[src/hdl/dtmft_pkg.sv]
// Package for the detection to map frame transform.
// Holds the widths, constants, status codes and stage record types.
// Used by every module of the block; depends on nothing.
package dtmft_pkg;

  localparam int ANGLE_ITERATIONS = 16;
  localparam int GUARD            = 6;
  localparam int SHW              = $clog2(ANGLE_ITERATIONS);
  localparam int NSTAGE           = ANGLE_ITERATIONS + 4;

  // vector state, point state, translated point and scaling product widths
  localparam int CW = 38;
  localparam int PW = 40;
  localparam int SW = 42;
  localparam int MW = 50;

  localparam logic [63:0] INVK_Q30 = 64'd652032874;
  localparam logic [63:0] INVK_FULL =
    INVK_Q30 + ((INVK_Q30 * 64'd2 / 64'd3) >> (2 * ANGLE_ITERATIONS));
  localparam logic signed [31:0] INVK = 32'(INVK_FULL);

  localparam logic signed [CW-1:0] C_ONE_Q28 = CW'(64'sd268435456);
  localparam logic signed [MW-1:0] CM_SCALE  = MW'(64'sd100);
  localparam logic signed [MW-1:0] CM_HALF   = MW'(64'sd2097152);
  localparam logic signed [MW-1:0] SAT_MAX   = MW'(64'sd8388607);
  localparam logic signed [MW-1:0] SAT_MIN   = MW'(-64'sd8388608);

  localparam logic [7:0] CLS_NONE     = 8'd0;
  localparam logic [7:0] CLS_HERO     = 8'd1;
  localparam logic [7:0] CLS_ENGINEER = 8'd2;
  localparam logic [7:0] CLS_INF3     = 8'd3;
  localparam logic [7:0] CLS_INF4     = 8'd4;
  localparam logic [7:0] CLS_SENTRY   = 8'd7;

  typedef enum logic [2:0] {
    SLOT_HERO     = 3'd0,
    SLOT_ENGINEER = 3'd1,
    SLOT_INF3     = 3'd2,
    SLOT_INF4     = 3'd3,
    SLOT_SENTRY   = 3'd4
  } slot_e;

  typedef enum logic [1:0] {
    ST_UPDATED = 2'd0,
    ST_REJECT  = 2'd1,
    ST_NO_POSE = 2'd2,
    ST_UNKNOWN = 2'd3
  } status_e;

  typedef struct packed {
    logic [1:0]              status;
    logic [2:0]              slot;
    logic                    degen;
    logic signed [31:0]      tx;
    logic signed [31:0]      ty;
    logic signed [CW-1:0]    c;
    logic signed [CW-1:0]    s;
    logic signed [PW-1:0]    px;
    logic signed [PW-1:0]    py;
  } cor_t;

endpackage

[src/hdl/dtmft_back.sv]
// Back end: add translation, scale to centimetres, round, saturate, mask.
// Two register stages; uses dtmft_pkg.
module dtmft_back (
  input  logic                 clk_i,
  input  logic [1:0]           en_i,
  input  dtmft_pkg::cor_t      cor_i,
  output logic [1:0]           status_o,
  output logic [2:0]           slot_o,
  output logic signed [23:0]   map_x_cm_o,
  output logic signed [23:0]   map_y_cm_o
);

  logic [1:0]                      st_q;
  logic [2:0]                      sl_q;
  logic signed [dtmft_pkg::SW-1:0] sx_q, sy_q, sx_d, sy_d;

  assign sx_d = (dtmft_pkg::SW'(cor_i.tx) <<< dtmft_pkg::GUARD) + dtmft_pkg::SW'(cor_i.px);
  assign sy_d = (dtmft_pkg::SW'(cor_i.ty) <<< dtmft_pkg::GUARD) + dtmft_pkg::SW'(cor_i.py);

  always_ff @(posedge clk_i) begin
    if (en_i[0]) begin
      st_q <= cor_i.status;
      sl_q <= cor_i.slot;
      sx_q <= sx_d;
      sy_q <= sy_d;
    end
  end

  function automatic logic signed [23:0] to_cm(input logic signed [dtmft_pkg::SW-1:0] v);
    logic signed [dtmft_pkg::MW-1:0] m;
    logic signed [dtmft_pkg::MW-1:0] r;
    begin
      m = dtmft_pkg::MW'(v) * dtmft_pkg::CM_SCALE + dtmft_pkg::CM_HALF;
      r = m >>> (dtmft_pkg::GUARD + 16);
      if (r > dtmft_pkg::SAT_MAX) r = dtmft_pkg::SAT_MAX;
      if (r < dtmft_pkg::SAT_MIN) r = dtmft_pkg::SAT_MIN;
      to_cm = r[23:0];
    end
  endfunction

  logic upd;
  assign upd = (st_q == dtmft_pkg::ST_UPDATED);

  always_ff @(posedge clk_i) begin
    if (en_i[1]) begin
      status_o   <= st_q;
      slot_o     <= upd ? sl_q : 3'd0;
      map_x_cm_o <= upd ? to_cm(sx_q) : 24'sd0;
      map_y_cm_o <= upd ? to_cm(sy_q) : 24'sd0;
    end
  end

endmodule

[config.mk]
export PLATFORM = sky130hd
export DESIGN_NAME = dtmft_back
export DESIGN_NICKNAME = d
export VERILOG_FILES = /design/src/hdl/dtmft_pkg.sv /design/src/hdl/dtmft_back.sv
export SDC_FILE = /design/constraint.sdc
export NUM_CORES = 1
export LEC_CHECK = 0
export BUFFER_PORTS_ARGS = -buffer_cell sky130_fd_sc_hd__buf_2
export CAP_MARGIN = 15
export CORE_MARGIN = 2
export CORE_UTILIZATION = 48
export DETAILED_ROUTE_END_ITERATION = 8
export PLACE_DENSITY = 0.7
export REMOVE_ABC_BUFFERS = 1
export SLEW_MARGIN = 30
export SYNTH_ARGS = -nofsm -noshare
export SYNTH_HDL_FRONTEND = slang
export SYNTH_SLANG_ARGS = --single-unit
[constraint.sdc]
create_clock -name clk_i -period 12.65 [get_ports clk_i]
set_clock_uncertainty 0.1 [all_clocks]
set_input_delay 3.1625 -clock clk_i [delete_from_list [all_inputs] [get_ports clk_i]]
set_output_delay 3.1625 -clock clk_i [all_outputs]
set_load 0.01 [all_outputs]
# Word level (Yosys, flattened, before mapping)
# Index checks and enable logic that the tools add are counted.
# W data, S select, Z words.
dict set report totals {
  ff_bits 140
  inputBits 229
  output_inout_bits 53
  word_cells 30
}
dict set report classes {
  n_addsub 4
  n_mul 2
  order_cmp 4
  n_mux 6
  n_bitwise 1
  reduce_logical 3
}
# op n
set op_table {}
lappend op_table {{$mux W50} 4}
lappend op_table {{$add A49 B23 Y50 const B} 2}
lappend op_table {{$lt A50 B24 Y1 const B} 2}
lappend op_table {{$mul A41 B6 Y47 const B} 2}
lappend op_table {{$add A38 B40 Y41} 2}
lappend op_table {{$gt A28 B24 Y1 const B} 2}
lappend op_table {{$mux W24} 2}
lappend op_table {{$reduce_or A2 Y1} 2}
lappend op_table {{$logic_not A2 Y1} 1}
lappend op_table {{$not A1 Y1} 1}

# Logic depth before layout (Yosys ltp)
dict set report logic_depth {
  ltp_word 7
  depth_mapped 22
  depth_no_buf 21
}

# Worst setup path after synthesis
# Ideal clock, no wire load.
dict set report synth_path {
  path_type {input to register}
  from {input cor_i[7] in the netlist's numbering}
  to {register sy_q[39] in the netlist's numbering, data pin}
  setup_time_ps 258
  t_arrival_ps 6216
  required_ps 12292
  path_slack_ps 6076
  path_stages 14
  path_cell_list {ha_1 -> a21o_1 -> a21oi_1 -> o21ai_0 -> o31ai_1 -> o21ai_0 -> a211o_1 -> a41oi_1 -> nand2_1 -> a31o_2 -> a2111oi_0 -> o21bai_1 -> a21oi_1 -> xnor2_1}
}
dict set report synth_between {
  elab_chain_len 1
}
# element line
set synth_rtl {}
lappend synth_rtl {{start: declaration} dtmft_back.sv:6} ;# input dtmft_pkg::cor_t cor_i,
lappend synth_rtl {{$add A38 B40 Y41} dtmft_back.sv:18} ;# assign sy_d = (dtmft_pkg::SW'(cor_i.ty) <<< dtmft_pkg::GUARD) + dtmft_pkg::SW'(cor_i.py);
lappend synth_rtl {{via sy_d, one bit} dtmft_back.sv:15} ;# logic signed [dtmft_pkg::SW-1:0] sx_q, sy_q, sx_d, sy_d;
lappend synth_rtl {{end signal: assignment} dtmft_back.sv:25} ;# sy_q <= sy_d;
lappend synth_rtl {{end: declaration} dtmft_back.sv:15}
# The timed path passes the listed nets, and every way through them passes these cells.
# A chain may end at the register's enable or synchronous reset.

# Final worst setup path
dict set report layout_path {
  from {input cor_i[6] in the netlist's numbering}
  to {register, netlist name sy_q[40]}
}
dict set report layout_between {
  elab_chain_len 1
}
# element line
set layout_rtl {}
lappend layout_rtl {{$add A38 B40 Y41} dtmft_back.sv:18}
lappend layout_rtl {{via sy_d, one bit} dtmft_back.sv:15}
# The timed path passes the listed nets, and every way through them passes these cells.

==> run metrics <==
top fanout value on the critical path 3; Leak 0.008549 uW; Routability Congestion 0.8487; Critical Path AT 7.19 ns; Total Routed Length 34000 um; number of enable flip-flop cells after synthesis 140; reg2reg path depth 17; Sw Pwr 2566 uW; end of the worst hold path slot_o[1]; Wirelength per Cell 14.99 um; slew at the pin closest to its max-slew limit 0.9323 ns; filler-free cell count of the finished design 2269; First DRT Iteration DRCs 641; ys flop type sky130_fd_sc_hd__edfxtp_1; met3 wire len 1378 um; status complete, no violations; vertical die dimension 189.3 um; overall die area 35820 um2; deepest clock path buffer count 2; Yosys warning count 0; count of antenna diodes in the layout 0; total DRC errors in the routed layout 0; via count of the first global-routing pass 12440; max_cap viols 0; sum of negative setup slack 0 ns; critical path data required time 12.84 ns; CORE AREA 33700 um2; part of the total power dissipated in combinational logic 0.763; share of power burned in registers 0.141; Overall Global Routing Usage 0.1953; multi-input logic area 11960 um2; number of core rows 67; number of port buffers 204; reg-to-reg slack, setup 5.76 ns; total CTS buffers 17; Critical R2R Launch sx_q[5]; maximum number of pins on one net before global-route repair 54; via/cell ratio 5.543; number of instances in the placed design 2237; synthesized netlist cell count 1599; antenna violations before repair 0; count of H-tree levels built during CTS 4; Int Power 2593 uW; Max Transition Viols Final 0; Reg-to-Reg End map_x_cm_o[7]; Fillers 3066; final-report setup violation count 0; final hold violation count 0; met2 layer wire length in the routed design 14720 um; vias 12580; Placement Setup Slack 5.160 ns; synthesized area per cell 10.30 um2; HPWL Detailed 28370 um; start point of the worst hold path sl_q[1]; most repeated cell in the gate-level netlist after synthesis sky130_fd_sc_hd__ha_1; share of the clock period used by the worst path 0.5533; startpoint kind of the worst setup timing path input pin; Async SR Flop Fraction 0; clock slew at the register clock pins of the worst setup and hold paths 0.05 ns; top cell types by occurrence after synthesis sky130_fd_sc_hd__ha_1, sky130_fd_sc_hd__edfxtp_1, sky130_fd_sc_hd__a21oi_1, sky130_fd_sc_hd__xnor2_1, sky130_fd_sc_hd__nand2_1; global-route wire length before repair 58320 um; length of the first detailed-routing pass in iterations 5; Highest Clock Rate 142.9 MHz; growth of design area from synthesis to finish 12.85%; share of total power in the clock network 0.096; hold depth 1; number of sinks handled by clock tree synthesis 140; CTS-repair resized insts 0; Clk Latency, worst-skew pair 0.43 ns; highest metal layer with signal wires met4; headroom to the max-slew limit 0.3686; post-layout minimum cycle time 6.999 ns; buffer count from post-CTS setup fixing 0; switching part of the total 0.4973; Starting Density 0.4888; synthesized cell area 16470 um2; synthesized flop and latch total 140; Synth area leaders sky130_fd_sc_hd__edfxtp_1, sky130_fd_sc_hd__ha_1, sky130_fd_sc_hd__fa_1, sky130_fd_sc_hd__xnor2_1, sky130_fd_sc_hd__a21oi_1; power density normalized to cell area 277.5 nW/um2; type of the tightest min-delay check flip-flop to flip-flop; dominant cell type by area after synthesis sky130_fd_sc_hd__edfxtp_1; number of unique standard cell types used by synthesis 88; CTS hold repair buffers 0; portion of synthesized cell area occupied by the leading cell type 0.2552; Final Total Pwr 5160 uW; Critical Path End Type flip-flop; RSZ-0062 raised after global routing false; worst ir drop on vdd 147.2 uV; share of post-route cells with drive strength above 1 0.1658; smallest setup slack after layout 5.651 ns; Crit Path Category input pin to flip-flop; sum of overflow across all layers after global routing 0; Routed met1 length 17450 um; Die X 189.3 um; register cell area after layout 4204 um2; clock tree from TritonCTS yes; antenna violation net count after detailed routing 0; Root Driver sky130_fd_sc_hd__clkbuf_16; sequential element share of the synthesized area 0.2552; nets@finish 2429; number of placed I/O pins 282
placed cells by master, fill, tap and decap left out, types with 43 or more instances in the layout:
cell | Yosys | layout
sky130_fd_sc_hd__ha_1 | 314 | 314
sky130_fd_sc_hd__buf_2 | 8 | 203
sky130_fd_sc_hd__edfxtp_1 | 140 | 140
sky130_fd_sc_hd__a21oi_1 | 117 | 117
sky130_fd_sc_hd__xnor2_1 | 94 | 94
sky130_fd_sc_hd__nand2_1 | 87 | 87
sky130_fd_sc_hd__nor2_1 | 80 | 80
sky130_fd_sc_hd__fa_1 | 78 | 78
sky130_fd_sc_hd__a21o_1 | 61 | 61
sky130_fd_sc_hd__inv_1 | 60 | 60
sky130_fd_sc_hd__xor2_1 | 56 | 56
sky130_fd_sc_hd__o21ai_0 | 50 | 50
sky130_fd_sc_hd__nor3_1 | 43 | 43
stage by stage:
| stage | util | area [um2] | hold WS [ns] |
|---|---|---|---|
| after floorplan | - | 16370 | 0.3772 |
| after global placement | 0.5341 | 18000 | 0.4005 |
| after detailed placement | 0.5341 | 18000 | 0.4093 |
| after CTS | 0.5514 | 18580 | 0.4247 |
| after global routing | 0.5516 | 18590 | 0.4514 |
| final | 0.5516 | 18590 | 0.4235 |
power groups by stage:
| stage | registers [uW] | clock network (uW) | logic, uW |
|---|---|---|---|
| final | 726 | 498 | 3940 |
| after global routing | 740 | 529 | 4460 |
| after CTS | 729 | 514 | 3930 |
| after detailed placement | 739 | 0 | 3880 |
| after global placement | 737 | 0 | 3800 |
| after floorplan | 744 | 0 | 3060 |
final cells by class:
class	count	share of cell area
repair buffers	209	0.05707
well taps	448	0.03015
flip-flops and latches	140	0.2261
multi-input cells	1380	0.6431
clock inverters	12	0.007942
clock buffers	20	0.02349
inverters	60	0.01211
cells by family after synthesis:
family                   synth area share
AO/OA/AOI/OAI                      0.1728
XOR/XNOR                          0.07975
adder cells (fa/ha/maj)            0.3333
buffers and inverters             0.01998
flip-flops                         0.2552
multiplexers                     0.005621
AND/OR/NAND/NOR                    0.1334
critical path: stages:
cell and delay (ns):
sky130_fd_sc_hd__buf_2 0.10, sky130_fd_sc_hd__ha_1 0.20, sky130_fd_sc_hd__inv_1 0.07, sky130_fd_sc_hd__fa_1 0.21, sky130_fd_sc_hd__nor2b_1 0.06, sky130_fd_sc_hd__o21ai_0 0.23, sky130_fd_sc_hd__a21boi_0 0.20, sky130_fd_sc_hd__o211ai_1 0.26
sky130_fd_sc_hd__a21oi_1 0.17, sky130_fd_sc_hd__o31ai_1 0.35, sky130_fd_sc_hd__a21oi_1 0.15, sky130_fd_sc_hd__o31ai_1 0.59, sky130_fd_sc_hd__a21boi_0 0.31, sky130_fd_sc_hd__a41oi_1 0.33, sky130_fd_sc_hd__a21oi_1 0.14, sky130_fd_sc_hd__a2111oi_0 0.48
sky130_fd_sc_hd__a211o_1 0.17
sequential cells by signal (all words and copies together), names as in the netlist:
name        flops
status_o        2
slot_o          3
st_q            2
sy_q           41
map_y_cm_o     24
map_x_cm_o     24
sx_q           41
sl_q            3
how the worst max path moves through the flow:
stage                     startpoint            end  slack [ns]  cells past startpoint
after floorplan             sy_q[15]  map_y_cm_o[0]        6.00                     17
after global placement      cor_i[7]       sy_q[39]        5.21                     15
after detailed placement    cor_i[7]       sy_q[39]        5.16                     15
after CTS                   cor_i[7]       sy_q[39]        5.58                     15
after global routing        cor_i[6]       sy_q[40]        5.09                     17
final                       cor_i[6]       sy_q[40]        5.65                     17
per-layer routing:
layer	vias to the layer above	GRT usage
met1	5853	0.2861
met5	-	0
li1	6452	-
met3	27	0.02799
met2	245	0.3063
met4	0	0.04323
Power figures use the tool's default switching activity.
